`src/rtl/sfc_pkg.sv`:
```
// ----------------------------------------------------------------------------
// sfc_pkg
// Shared types and constants for the symmetric complex FIR filter.
// ----------------------------------------------------------------------------
package sfc_pkg;

  localparam int SAMPLE_W         = 16;
  localparam int COEF_W           = 16;
  localparam int CFG_IDX_W        = 8;
  localparam int NUM_COEF         = 8;
  localparam int COEF_IDX_W       = 3;
  localparam int DEF_TAP_COUNT    = 16;
  localparam int DEF_OUTPUT_SHIFT = 15;

  localparam logic signed [COEF_W-1:0] COEF_RESET [NUM_COEF] = '{
    -16'sd1000, 16'sd2000, -16'sd3000, 16'sd4000,
    -16'sd5000, 16'sd6000, -16'sd7000, 16'sd8000
  };

  typedef struct packed {
    logic signed [SAMPLE_W-1:0] re;
    logic signed [SAMPLE_W-1:0] im;
  } cplx_t;

  typedef struct packed {
    logic shift;
    logic rotate;
  } cell_ctrl_t;

  typedef struct packed {
    logic clear;
    logic issue;
  } mac_ctrl_t;

  typedef enum logic [3:0] {
    ST_IDLE  = 4'b0001,
    ST_RUN   = 4'b0010,
    ST_DRAIN = 4'b0100,
    ST_DONE  = 4'b1000
  } state_e;

endpackage

```
`src/rtl/sfc_if.sv`:
```
// ----------------------------------------------------------------------------
// sfc interfaces
// Valid/ready channels for samples, filtered words and coefficient writes.
// ----------------------------------------------------------------------------
interface sfc_sample_if
  import sfc_pkg::*;
();
  logic                       valid;
  logic                       ready;
  logic signed [SAMPLE_W-1:0] sample_re;
  logic signed [SAMPLE_W-1:0] sample_im;

  modport source (output valid, output sample_re, output sample_im, input ready);
  modport sink   (input valid, input sample_re, input sample_im, output ready);
endinterface

interface sfc_result_if
  import sfc_pkg::*;
();
  logic                       valid;
  logic                       ready;
  logic signed [SAMPLE_W-1:0] filtered_re;
  logic signed [SAMPLE_W-1:0] filtered_im;

  modport source (output valid, output filtered_re, output filtered_im, input ready);
  modport sink   (input valid, input filtered_re, input filtered_im, output ready);
endinterface

interface sfc_cfg_if
  import sfc_pkg::*;
();
  logic                 valid;
  logic                 ready;
  logic [CFG_IDX_W-1:0] index;
  logic [COEF_W-1:0]    data;

  modport source (output valid, output index, output data, input ready);
  modport sink   (input valid, input index, input data, output ready);
endinterface

```
`src/rtl/sfc_tap_cell.sv`:
```
// ----------------------------------------------------------------------------
// sfc_tap_cell
// One complex sample slot of the tap ring; shifts in or rotates toward tap 0.
// ----------------------------------------------------------------------------
module sfc_tap_cell
  import sfc_pkg::*;
(
  input  logic       clk_i,
  input  logic       rst_ni,
  input  cell_ctrl_t ctrl_i,
  input  cplx_t      left_i,
  input  cplx_t      right_i,
  output cplx_t      q_o
);

  cplx_t q_q;
  cplx_t q_d;

  always_comb begin
    q_d = q_q;
    if (ctrl_i.shift) begin
      q_d = left_i;
    end else if (ctrl_i.rotate) begin
      q_d = right_i;
    end
  end

  always_ff @(posedge clk_i or negedge rst_ni) begin
    if (!rst_ni) begin
      q_q <= '0;
    end else begin
      q_q <= q_d;
    end
  end

  assign q_o = q_q;

endmodule

```
`src/rtl/sfc_mac.sv`:
```
// ----------------------------------------------------------------------------
// sfc_mac
// Shared complex-by-real multiply-accumulate with floor shift and saturation.
// ----------------------------------------------------------------------------
module sfc_mac
  import sfc_pkg::*;
#(
  parameter int TAP_COUNT    = DEF_TAP_COUNT,
  parameter int OUTPUT_SHIFT = DEF_OUTPUT_SHIFT
) (
  input  logic                     clk_i,
  input  logic                     rst_ni,
  input  mac_ctrl_t                ctrl_i,
  input  logic signed [COEF_W-1:0] coef_i,
  input  cplx_t                    sample_i,
  output cplx_t                    res_o
);

  localparam int PROD_W = COEF_W + SAMPLE_W;
  localparam int ACC_W  = PROD_W + $clog2(TAP_COUNT);

  localparam logic signed [ACC_W-1:0] SAT_MAX = {{(ACC_W-SAMPLE_W+1){1'b0}},
                                                 {(SAMPLE_W-1){1'b1}}};
  localparam logic signed [ACC_W-1:0] SAT_MIN = {{(ACC_W-SAMPLE_W+1){1'b1}},
                                                 {(SAMPLE_W-1){1'b0}}};

  logic signed [PROD_W-1:0] prod_re_q, prod_im_q;
  logic                     prod_vld_q;
  logic signed [ACC_W-1:0]  acc_re_q, acc_im_q;
  logic signed [ACC_W-1:0]  acc_re_d, acc_im_d;
  logic signed [ACC_W-1:0]  sh_re, sh_im;

  always_ff @(posedge clk_i) begin
    prod_re_q <= coef_i * sample_i.re;
    prod_im_q <= coef_i * sample_i.im;
  end

  always_ff @(posedge clk_i or negedge rst_ni) begin
    if (!rst_ni) begin
      prod_vld_q <= 1'b0;
    end else begin
      prod_vld_q <= ctrl_i.issue;
    end
  end

  always_comb begin
    acc_re_d = acc_re_q;
    acc_im_d = acc_im_q;
    if (ctrl_i.clear) begin
      acc_re_d = '0;
      acc_im_d = '0;
    end else if (prod_vld_q) begin
      acc_re_d = acc_re_q + ACC_W'(prod_re_q);
      acc_im_d = acc_im_q + ACC_W'(prod_im_q);
    end
  end

  always_ff @(posedge clk_i) begin
    acc_re_q <= acc_re_d;
    acc_im_q <= acc_im_d;
  end

  // arithmetic shift gives floor rounding
  assign sh_re = acc_re_q >>> OUTPUT_SHIFT;
  assign sh_im = acc_im_q >>> OUTPUT_SHIFT;

  always_comb begin
    if (sh_re > SAT_MAX) begin
      res_o.re = SAT_MAX[SAMPLE_W-1:0];
    end else if (sh_re < SAT_MIN) begin
      res_o.re = SAT_MIN[SAMPLE_W-1:0];
    end else begin
      res_o.re = sh_re[SAMPLE_W-1:0];
    end
    if (sh_im > SAT_MAX) begin
      res_o.im = SAT_MAX[SAMPLE_W-1:0];
    end else if (sh_im < SAT_MIN) begin
      res_o.im = SAT_MIN[SAMPLE_W-1:0];
    end else begin
      res_o.im = sh_im[SAMPLE_W-1:0];
    end
  end

endmodule

```
`src/rtl/symmetric_fir_complex16_core.sv`:
```
// ----------------------------------------------------------------------------
// symmetric_fir_complex16_core
// Symmetric-coefficient FIR on a complex 16-bit sample stream.
// ----------------------------------------------------------------------------
// Channels: sample_i takes one complex word per sample, result_o returns one
// filtered complex word per sample, cfg_i writes coefficient registers 0..7
// (other indexes are dropped). Write coefficients only while idle.
// The samples sit in a ring of TAP_COUNT cells. After a word is accepted the
// ring rotates once per cycle past a single shared multiply-accumulate, one tap
// per cycle, then the DRAIN state empties the product register.
// A new word is taken only in IDLE, after the last one has left DONE, since the
// one multiplier pair steps through the taps.
// Reset clears the sample ring and loads the default coefficients; the block
// is ready to accept a word as soon as reset is released.
// If the receiver stalls, the finished word waits in the output register and
// the next filtered word is held back until it is taken.
// ----------------------------------------------------------------------------
module symmetric_fir_complex16_core
  import sfc_pkg::*;
#(
  parameter int TAP_COUNT    = DEF_TAP_COUNT,
  parameter int OUTPUT_SHIFT = DEF_OUTPUT_SHIFT
) (
  input  logic        clk_i,
  input  logic        rst_ni,
  sfc_sample_if.sink  sample_i,
  sfc_result_if.source result_o,
  sfc_cfg_if.sink     cfg_i
);

  localparam int K_W   = $clog2(TAP_COUNT);
  localparam int SEL_W = (K_W > COEF_IDX_W) ? K_W : COEF_IDX_W;

  state_e state_q, state_d;
  logic [K_W-1:0] k_q, k_d;
  logic signed [COEF_W-1:0] coef_q [NUM_COEF];
  logic        out_valid_q;
  cplx_t       out_q;

  logic        in_acc;
  logic        out_free;
  logic        load_out;
  cell_ctrl_t  cell_ctrl;
  mac_ctrl_t   mac_ctrl;
  cplx_t       new_word;
  cplx_t       ring [TAP_COUNT];
  cplx_t       res;
  logic [K_W-1:0]  mirror;
  logic [K_W-1:0]  jsel;
  logic [SEL_W-1:0] jsel_ext;
  logic signed [COEF_W-1:0] coef_sel;

  assign sample_i.ready = (state_q == ST_IDLE);
  assign in_acc   = sample_i.valid && sample_i.ready;
  assign out_free = !out_valid_q || result_o.ready;
  assign load_out = (state_q == ST_DONE) && out_free;
  assign cfg_i.ready = 1'b1;

  assign new_word.re = sample_i.sample_re;
  assign new_word.im = sample_i.sample_im;

  assign cell_ctrl.shift  = in_acc;
  assign cell_ctrl.rotate = (state_q == ST_RUN);
  assign mac_ctrl.clear   = in_acc;
  assign mac_ctrl.issue   = (state_q == ST_RUN);

  always_comb begin
    state_d = state_q;
    k_d     = k_q;
    unique case (state_q)
      ST_IDLE: begin
        k_d = '0;
        if (in_acc) begin
          state_d = ST_RUN;
        end
      end
      ST_RUN: begin
        k_d = k_q + 1'b1;
        if (k_q == K_W'(TAP_COUNT - 1)) begin
          state_d = ST_DRAIN;
        end
      end
      ST_DRAIN: begin
        state_d = ST_DONE;
      end
      ST_DONE: begin
        if (out_free) begin
          state_d = ST_IDLE;
        end
      end
      default: begin
        state_d = ST_IDLE;
      end
    endcase
  end

  always_ff @(posedge clk_i or negedge rst_ni) begin
    if (!rst_ni) begin
      state_q <= ST_IDLE;
      k_q     <= '0;
    end else begin
      state_q <= state_d;
      k_q     <= k_d;
    end
  end

  // tap k and its mirror share a coefficient; pairs past the register set use 0
  assign mirror   = K_W'(TAP_COUNT - 1) - k_q;
  assign jsel     = (k_q < mirror) ? k_q : mirror;
  assign jsel_ext = SEL_W'(jsel);

  always_comb begin
    if (jsel_ext < SEL_W'(NUM_COEF)) begin
      coef_sel = coef_q[jsel_ext[COEF_IDX_W-1:0]];
    end else begin
      coef_sel = '0;
    end
  end

  always_ff @(posedge clk_i or negedge rst_ni) begin
    if (!rst_ni) begin
      for (int i = 0; i < NUM_COEF; i++) begin
        coef_q[i] <= COEF_RESET[i];
      end
    end else if (cfg_i.valid && cfg_i.ready && (cfg_i.index < CFG_IDX_W'(NUM_COEF))) begin
      coef_q[cfg_i.index[COEF_IDX_W-1:0]] <= cfg_i.data;
    end
  end

  for (genvar g = 0; g < TAP_COUNT; g++) begin : g_cell
    cplx_t left;
    if (g == 0) begin : g_head
      assign left = new_word;
    end else begin : g_body
      assign left = ring[g-1];
    end
    sfc_tap_cell u_cell (
      .clk_i   (clk_i),
      .rst_ni  (rst_ni),
      .ctrl_i  (cell_ctrl),
      .left_i  (left),
      .right_i (ring[(g + 1) % TAP_COUNT]),
      .q_o     (ring[g])
    );
  end

  sfc_mac #(
    .TAP_COUNT    (TAP_COUNT),
    .OUTPUT_SHIFT (OUTPUT_SHIFT)
  ) u_mac (
    .clk_i    (clk_i),
    .rst_ni   (rst_ni),
    .ctrl_i   (mac_ctrl),
    .coef_i   (coef_sel),
    .sample_i (ring[0]),
    .res_o    (res)
  );

  always_ff @(posedge clk_i or negedge rst_ni) begin
    if (!rst_ni) begin
      out_valid_q <= 1'b0;
    end else if (load_out) begin
      out_valid_q <= 1'b1;
    end else if (result_o.ready) begin
      out_valid_q <= 1'b0;
    end
  end

  always_ff @(posedge clk_i) begin
    if (load_out) begin
      out_q <= res;
    end
  end

  assign result_o.valid       = out_valid_q;
  assign result_o.filtered_re = out_q.re;
  assign result_o.filtered_im = out_q.im;

endmodule
```
`src/flat_wrapper.sv`:
```
// flat-port wrapper written by rule: the top's interface ports become plain ports
module symmetric_fir_complex16_core_flat import sfc_pkg::*;
#(
  parameter int TAP_COUNT    = DEF_TAP_COUNT,
  parameter int OUTPUT_SHIFT = DEF_OUTPUT_SHIFT
)
  (clk_i, rst_ni, sample_i_valid, sample_i_sample_re, sample_i_sample_im, sample_i_ready, result_o_valid, result_o_filtered_re, result_o_filtered_im, result_o_ready, cfg_i_valid, cfg_i_index, cfg_i_data, cfg_i_ready);
  sfc_sample_if sample_i_i ();
  sfc_result_if result_o_i ();
  sfc_cfg_if cfg_i_i ();
  input  logic clk_i;
  input  logic rst_ni;
  input wire logic [$bits(sample_i_i.valid)-1:0] sample_i_valid;
  input wire logic [$bits(sample_i_i.sample_re)-1:0] sample_i_sample_re;
  input wire logic [$bits(sample_i_i.sample_im)-1:0] sample_i_sample_im;
  output wire logic [$bits(sample_i_i.ready)-1:0] sample_i_ready;
  output wire logic [$bits(result_o_i.valid)-1:0] result_o_valid;
  output wire logic [$bits(result_o_i.filtered_re)-1:0] result_o_filtered_re;
  output wire logic [$bits(result_o_i.filtered_im)-1:0] result_o_filtered_im;
  input wire logic [$bits(result_o_i.ready)-1:0] result_o_ready;
  input wire logic [$bits(cfg_i_i.valid)-1:0] cfg_i_valid;
  input wire logic [$bits(cfg_i_i.index)-1:0] cfg_i_index;
  input wire logic [$bits(cfg_i_i.data)-1:0] cfg_i_data;
  output wire logic [$bits(cfg_i_i.ready)-1:0] cfg_i_ready;
  assign sample_i_i.valid = sample_i_valid;
  assign sample_i_i.sample_re = sample_i_sample_re;
  assign sample_i_i.sample_im = sample_i_sample_im;
  assign sample_i_ready = sample_i_i.ready;
  assign result_o_valid = result_o_i.valid;
  assign result_o_filtered_re = result_o_i.filtered_re;
  assign result_o_filtered_im = result_o_i.filtered_im;
  assign result_o_i.ready = result_o_ready;
  assign cfg_i_i.valid = cfg_i_valid;
  assign cfg_i_i.index = cfg_i_index;
  assign cfg_i_i.data = cfg_i_data;
  assign cfg_i_ready = cfg_i_i.ready;
  symmetric_fir_complex16_core #(.TAP_COUNT(TAP_COUNT), .OUTPUT_SHIFT(OUTPUT_SHIFT)) u_core (.clk_i(clk_i), .rst_ni(rst_ni), .sample_i(sample_i_i), .result_o(result_o_i), .cfg_i(cfg_i_i));
endmodule
```
`config.mk`:
```
export PLATFORM = sky130hd
export DESIGN_NAME = symmetric_fir_complex16_core_flat
export DESIGN_NICKNAME = d
export VERILOG_FILES = /design/src/rtl/sfc_pkg.sv /design/src/rtl/sfc_if.sv /design/src/rtl/sfc_tap_cell.sv /design/src/rtl/sfc_mac.sv /design/src/rtl/symmetric_fir_complex16_core.sv /design/src/flat_wrapper.sv
export SDC_FILE = /design/constraint.sdc
export NUM_CORES = 2
export LEC_CHECK = 0
export BUFFER_PORTS_ARGS = -buffer_cell sky130_fd_sc_hd__buf_2
export CORE_MARGIN = 2
export CORE_UTILIZATION = 30
export DETAILED_ROUTE_END_ITERATION = 10
export GPL_TIMING_DRIVEN = 1
export SYNTH_ARGS = -nofsm -noshare
export SYNTH_HDL_FRONTEND = slang
export SYNTH_HIERARCHICAL = 1
export SYNTH_SLANG_ARGS = --single-unit
```
`constraint.sdc`:
```
create_clock -name clk_i -period 15.6 [get_ports clk_i]
set_input_delay 0.78 -clock clk_i [delete_from_list [all_inputs] [get_ports clk_i]]
set_output_delay 0.78 -clock clk_i [all_outputs]
set_load 0.01 [all_outputs]
```
* Yosys cells after proc, flatten, opt, wreduce, memory -nomap -nowiden
Cells that the tools add are included.
** Word-level totals
- Register bits after elaboration :: 818
- Bits in latches :: 0
- RAM bits :: 0
- ROM bits :: 0
- Input bits :: 61
- Output and inout bits :: 35
- Logic and storage cells :: 135
- Memories :: 0
** Cells by class
- Add/subtract/negate cells :: 4
- Multiply operators :: 2
- Div/mod/pow operators :: 0
- Order comparisons :: 10
- Equality and inequality tests :: 8
- Shift operators :: 0
- Mux-type cells :: 49
- Bitwise operators :: 2
- Reduce and logical (&&, ||, !) cells :: 10
** Operators by type and width (number)
- 32-bit 2-to-1 mux :: 32
- 128-bit bitwise mux :: 1
- 16-bit 2-to-1 mux :: 6
- 36-bit by 32-bit adder with 36-bit output :: 2
- 16-bit by 16-bit multiplier with 32-bit output :: 2
- 16-bit binary-select mux with 3-bit select :: 1
- 16-bit demux with 3-bit select :: 1
- 21-bit by 16-bit > comparator with 1-bit output (second input constant) :: 2
- 21-bit by 16-bit less-than comparator with 1-bit output (second input constant) :: 2
- 4-bit 2-to-1 mux :: 4
- 4-bit case mux with 4 select lines :: 1
- 4-bit == test (second input constant) :: 2
- 4-bit >= comparator (second input constant) :: 2
- 8-bit by 4-bit less-than comparator with 1-bit output (second input constant) :: 1
- 3-bit NOT with 4-bit output :: 2
- 4-bit case mux with 2 select lines :: 1
- 2-bit nonzero test :: 3
- 4-bit by 1-bit adder with 4-bit output (second input constant) :: 1
- 4-bit by 1-bit == test with 1-bit output (second input constant) :: 1
- 4-bit by 2-bit == test with 1-bit output (second input constant) :: 1
- 4-bit by 3-bit == test with 1-bit output (second input constant) :: 1
- 1-bit logical AND :: 4
- 4-bit by 1-bit less-than comparator with 1-bit output (second input constant) :: 1
- 4-bit less-than comparator :: 1
- 8 further kinds :: 10

* Logic depth before layout (Yosys ltp)
- Depth after elaboration :: 9
- Mapped depth :: 33
- Mapped depth without buffers :: 29

* Cells and area by module
Netlist, hierarchy kept.
** By module, submodules not included
- sfc_mac :: instances 1, cells an instance 2982, area each 26992.1 um2, sequential area each 2747.6 um2
- sfc_tap_cell :: instances 16, cells an instance 139, area each 1515.2 um2, sequential area each 800.8 um2
- symmetric_fir_complex16_core :: instances 1, cells an instance 545, area each 8265.4 um2, sequential area each 4460.5 um2

* Least setup slack after synthesis
OpenSTA, ideal clock, no wires.
- Path type :: register to register
- Start :: register u_core.k_q[0]
- End :: register u_core.u_mac.prod_im_q[30]
- Arrival time :: 7511 ps
- Required time :: 15528 ps
- Slack :: 8017 ps
- Stages on the path, launching flop included :: 31
- Buffers on the path :: 5
- Clock period less this slack :: 7583 ps
- Path through :: dfrtp_1 buf_2 or3_1 buf_2 clkbuf_1 a21boi_0 a2111oi_0 mux2i_1 clkbuf_1 nand2_1 fa_1 inv_1 fa_1 fa_1 fa_1 fa_1 inv_1 fa_1 inv_1 ha_1 clkbuf_1 a21oi_1 nor3_1 a211oi_1 o21ai_0 a22o_1 a41o_1 or4_1 a31o_1 a21oi_1 xnor2_1
** Between the ends
- Longest elaborated chain between the ends :: 9
- Elaborated cells between the ends (all ways) :: 10
- Those cells by class :: add/sub (1); mul (1); order compare (2); mux (5); bitwise (1)
** Ends and longest elaborated chain
- from (decl) :: RTL line symmetric_fir_complex16_core.sv:35 : logic [K_W-1:0] k_q, k_d;
- from (signal assigned) :: RTL line symmetric_fir_complex16_core.sv:103 : k_q <= k_d;
- 4-bit subtractor :: RTL line symmetric_fir_complex16_core.sv:108 : assign mirror = K_W'(TAP_COUNT - 1) - k_q;
- 4-bit less-than comparator :: RTL line symmetric_fir_complex16_core.sv:109 : assign jsel = (k_q < mirror) ? k_q : mirror;
- 4-bit 2-to-1 mux * :: RTL line symmetric_fir_complex16_core.sv:109
- 3-bit NOT with 4-bit output (not written as such) :: RTL line symmetric_fir_complex16_core.sv:114 : coef_sel = coef_q[jsel_ext[COEF_IDX_W-1:0]];
- 16-bit binary-select mux with 3-bit select :: RTL line symmetric_fir_complex16_core.sv:114
- 16-bit 2-to-1 mux (not written as such) (2 in series) :: RTL line symmetric_fir_complex16_core.sv:114
- 16-bit 2-to-1 mux * :: RTL line symmetric_fir_complex16_core.sv:113 : if (jsel_ext < SEL_W'(NUM_COEF)) begin
- net u_core.coef_sel[7] :: RTL line symmetric_fir_complex16_core.sv:51 : logic signed [COEF_W-1:0] coef_sel;
- 16-bit by 16-bit multiplier with 32-bit output * :: RTL line sfc_mac.sv:35 : prod_im_q <= coef_i * sample_i.im;
- to (signal assigned) :: RTL line sfc_mac.sv:35
- to (decl) :: RTL line sfc_mac.sv:27 : logic signed [PROD_W-1:0] prod_re_q, prod_im_q;
Mark *: on every way through the listed nets, which the timed path passes. The rest lies on a longest branch. The select of a mux whose other input is x is not followed.
A chain may end at the register's enable or synchronous reset.

* Final worst setup path
- Start :: register u_core.k_q[3]
- End :: register u_core.u_mac.prod_im_q[30]
The elaborated chain is that of the path after synthesis.

==> out/qor.csv <==
metric,value,unit
simple-gate share of the synthesized area,0.106,
most frequent cell after synthesis,sky130_fd_sc_hd__nand2_1,
number of warnings reported in the yosys synthesis log,6,
Post-Synthesis Cell Area,0.0595,sq mm
routed via count,39500,
number of nets in the layout,6488,
grt peak-use layer,met2,
routability congestion estimate from global placement,0.857,
total chip power,0.0112,W
starting density of the core,0.302,
DRC violations left,0,
Total Neg Setup Slack,0,ns
I/O pin cnt,96,
"Gates resized, CTS repair",0,
startpoint-to-endpoint class of the critical path,flip-flop to flip-flop,
overall die area,0.202,sq mm
status,"complete, no violations",
Critical Path Fanout Max,44,
maximum buffer depth of the clock tree,3,
proportion of synthesized chip area in sequential cells,0.336,
leading post-synthesis cells by instance count,"837 x sky130_fd_sc_hd__nand2_1, 604 x sky130_fd_sc_hd__inv_1, 593 x sky130_fd_sc_hd__dfrtp_1, 553 x sky130_fd_sc_hd__mux2i_1, 526 x sky130_fd_sc_hd__fa_1",
Synth Area per Inst,10.3,sq um
kind of start point of the critical path,flip-flop,
clock slew seen by the registers of the worst setup and hold paths,0.06,ns
CTS Root Cell,sky130_fd_sc_hd__clkbuf_16,
cts-stage hold buffer count,0,
worst min-delay path class,input pin to async pin,
post-synth top area cell,sky130_fd_sc_hd__dfrtp_1,
post-synthesis adder-cell area fraction,0.227,
RSZ-0062 raised after global routing,false,
TritonCTS clock tree,built,
horizontal die dimension,449,um
number of clock buffers inserted by TritonCTS,95,
synthesis-stage register bit count,818,
Post-Synthesis Cells,5751,
Worst path most repeated cell,sky130_fd_sc_hd__fa_1,
required arrival time at the worst endpoint,16.27,ns
hold violation count in the final report,0,
number of max-cap violations,0,
number of global-route vias before repair,40000,
Max Slew Vio Count,0,
number of port buffers,94,
Synth top area share,0.249,
met1 track demand over resource in global routing,0.186,
GRT overflow,0,
Filler cells,20000,
DP HPWL,93700,um
Vert. Die Dim,449,um
minimum clock period after layout,9.20,ns
cells on worst reg2reg path,26,
row count,163,
TritonCTS Sinks,818,
Fin Clk Skew,0.0797,ns
Slew @ Worst Pin,1.16,ns
Worst path slowest cell,sky130_fd_sc_hd__dfrtp_2,
compound-cell area share of the yosys netlist,0.105,
minimum hold slack,0.111,ns
PD cells,174,mW/mm^2
wire per inst,15.9,um
number of nets produced by synthesis,6574,
Post-Layout Cell Count,8385,
GRT Util Overall,0.132,
fmax,109,MHz
"slowest stage delay, CP",1.01,ns
number of unique standard cell types used by synthesis,91,
antenna violations before repair,15,
dominant cells by area after synthesis,"sky130_fd_sc_hd__dfrtp_1 25%, sky130_fd_sc_hd__fa_1 18%, sky130_fd_sc_hd__mux2i_1 9.3%",
Crit. End Element,flip-flop,
main combinational cell family by area after synthesis,adder cells,
Leak,28.8,nW
"Top FF cell, synth",sky130_fd_sc_hd__dfrtp_1,
post-CTS setup buffer count,0,
register-to-register setup slack,6.40,ns
Area growth syn-to-layout,8.77,%
number of H-tree levels,3,
maximum ir drop on the vdd rail,0.125,mV
ratio of final minimum period to clock period,0.590,
starting DRC count in detailed routing,2551,
drt pass-1 iters,5,
R2R Path Start,u_core/k_q[3]$_DFFE_PN0P_,
data arrival time at the worst-slack endpoint,9.87,ns
area of the core,0.197,sq mm
dpl cells,8208,
sum of routed wire length over all layers,133000,um
r2r endpoint,u_core/u_mac/prod_im_q[30]$_DFF_P_,
headroom to the max-slew limit,0.226,
met3 routing resource usage after global routing,0.0205,
Synth Area in XOR/XNOR,0.0183,
"antenna viol nets, final",0,
fraction of synthesized area in multiplexers,0.131,
M2 GR Usage,0.210,
number of enable flip-flop cells after synthesis,32,
final setup vio count,0,
fraction of layout cells with a size suffix above 1,0.0996,
ys async rst share,0.795,
via density per instance,4.71,
global-route wire length before repair,219000,um
insertion delay of the later-clocked pin in the worst-skew pair,0.74,ns
pin count of the biggest net entering global routing,266,
worst max-delay path by stage:
stage	start	endpoint	slack, ns	depth (start not counted)
6_report	u_core/k_q[3]$_DFFE_PN0P_	u_core/u_mac/prod_im_q[30]$_DFF_P_	6.40	26
5_1_grt	u_core/k_q[3]$_DFFE_PN0P_	u_core/u_mac/prod_im_q[30]$_DFF_P_	5.87	26
4_1_cts	u_core/k_q[3]$_DFFE_PN0P_	u_core/u_mac/prod_im_q[30]$_DFF_P_	6.39	26
3_5_place_dp	u_core/k_q[3]$_DFFE_PN0P_	u_core/u_mac/prod_im_q[30]$_DFF_P_	6.37	26
3_3_place_gp	u_core/k_q[3]$_DFFE_PN0P_	u_core/u_mac/prod_im_q[30]$_DFF_P_	6.60	26
2_1_floorplan	u_core/k_q[0]$_DFFE_PN0P_	u_core/u_mac/prod_im_q[30]$_DFF_P_	8.02	30
logic make-up (layout without fill, tap and decap cells):
logic type / after synthesis / in the layout
xor+xnor: 124 / 124
buf+inv: 928 / 920
mux: 711 / 711
fa+ha+maj: 762 / 762
flops: 818 / 818
other cells: 1 / 3
simple gates: 1374 / 1374
compound gates: 1033 / 1033
state kept, by name, indices dropped and copies added (netlist names), 16 cells and up:
name and cells:
u_core/coef_q 128, u_core/g_cell.u_cell/q_o 512, u_core/result_o.filtered_im 16, u_core/result_o.filtered_re 16, u_core/u_mac/acc_im_q 36, u_core/u_mac/acc_re_q 36
u_core/u_mac/prod_im_q 32, u_core/u_mac/prod_re_q 32
worst max-delay path, delay by kind of cell (launching register included):
kind,cells,cell delay (ns)
adders and majority gates,8,4.72
and+or+nand+nor,6,1.38
AOI/OAI and AO/OA,7,1.33
DFF,1,1.01
buffers and inverters,4,0.55
xor gates and xnor gates,1,0.14
report_power, final:
part / total (W) / leakage (nW) / internal (W) / switching, W
sequential: 0.00371 / 9.92 / 0.00290 / 0.000804
combinational: 0.00527 / 17.3 / 0.00222 / 0.00306
clock: 0.00227 / 1.58 / 0.00133 / 0.000934
total: 0.0112 / 28.8 / 0.00645 / 0.00479
stage by stage:
step                utilization  instance area, sq um  setup slack, ns
global placement          0.312                 61500             6.60
detailed placement        0.312                 61500             6.37
finish                    0.328                 64700             6.40
global route              0.328                 64700             5.87
CTS                       0.328                 64700             6.39
floorplan                     -                 59500             8.02
cells in the final DEF (no fill, tap or decap), types with 32 or more instances in the layout:
cell type / count
sky130_fd_sc_hd__dfrtp_1: 590
sky130_fd_sc_hd__nor2_1: 128
sky130_fd_sc_hd__a21boi_0: 49
sky130_fd_sc_hd__mux2_2: 89
sky130_fd_sc_hd__fa_1: 526
sky130_fd_sc_hd__dfstp_2: 57
sky130_fd_sc_hd__clkbuf_16: 95
sky130_fd_sc_hd__nand2_1: 837
sky130_fd_sc_hd__mux2_4: 40
sky130_fd_sc_hd__a21o_1: 86
sky130_fd_sc_hd__buf_2: 93
sky130_fd_sc_hd__inv_1: 604
sky130_fd_sc_hd__edfxtp_1: 32
sky130_fd_sc_hd__buf_4: 40
sky130_fd_sc_hd__a21oi_1: 121
sky130_fd_sc_hd__and2_1: 243
sky130_fd_sc_hd__xor2_1: 32
sky130_fd_sc_hd__o21ai_0: 72
sky130_fd_sc_hd__o21ai_2: 33
sky130_fd_sc_hd__xnor2_1: 92
sky130_fd_sc_hd__o21ai_1: 479
sky130_fd_sc_hd__ha_1: 236
sky130_fd_sc_hd__mux2i_1: 545
sky130_fd_sc_hd__dfxtp_1: 136
layout make-up:
type                            instances  area, sq um  area share
Clock inverter                         41          547     0.00845
Clock buffer                          134         2690      0.0416
Multi-Input combinational cell       4005        35000       0.540
Antenna cell                            2         5.00   0.0000773
Timing Repair Buffer                  141          921      0.0142
Inverter                              604         2270      0.0350
Tap cell                             2640         3300      0.0510
Sequential cell                       818        20000       0.309
metal layers:
metal  vias to the layer above  wire (um)
li1                      18800          -
met1                     19800      62900
met2                       697      61500
met3                       179       5780
met4                        16       2820
met5                         -        102
No activity file was read; power rests on OpenSTA's default activity.
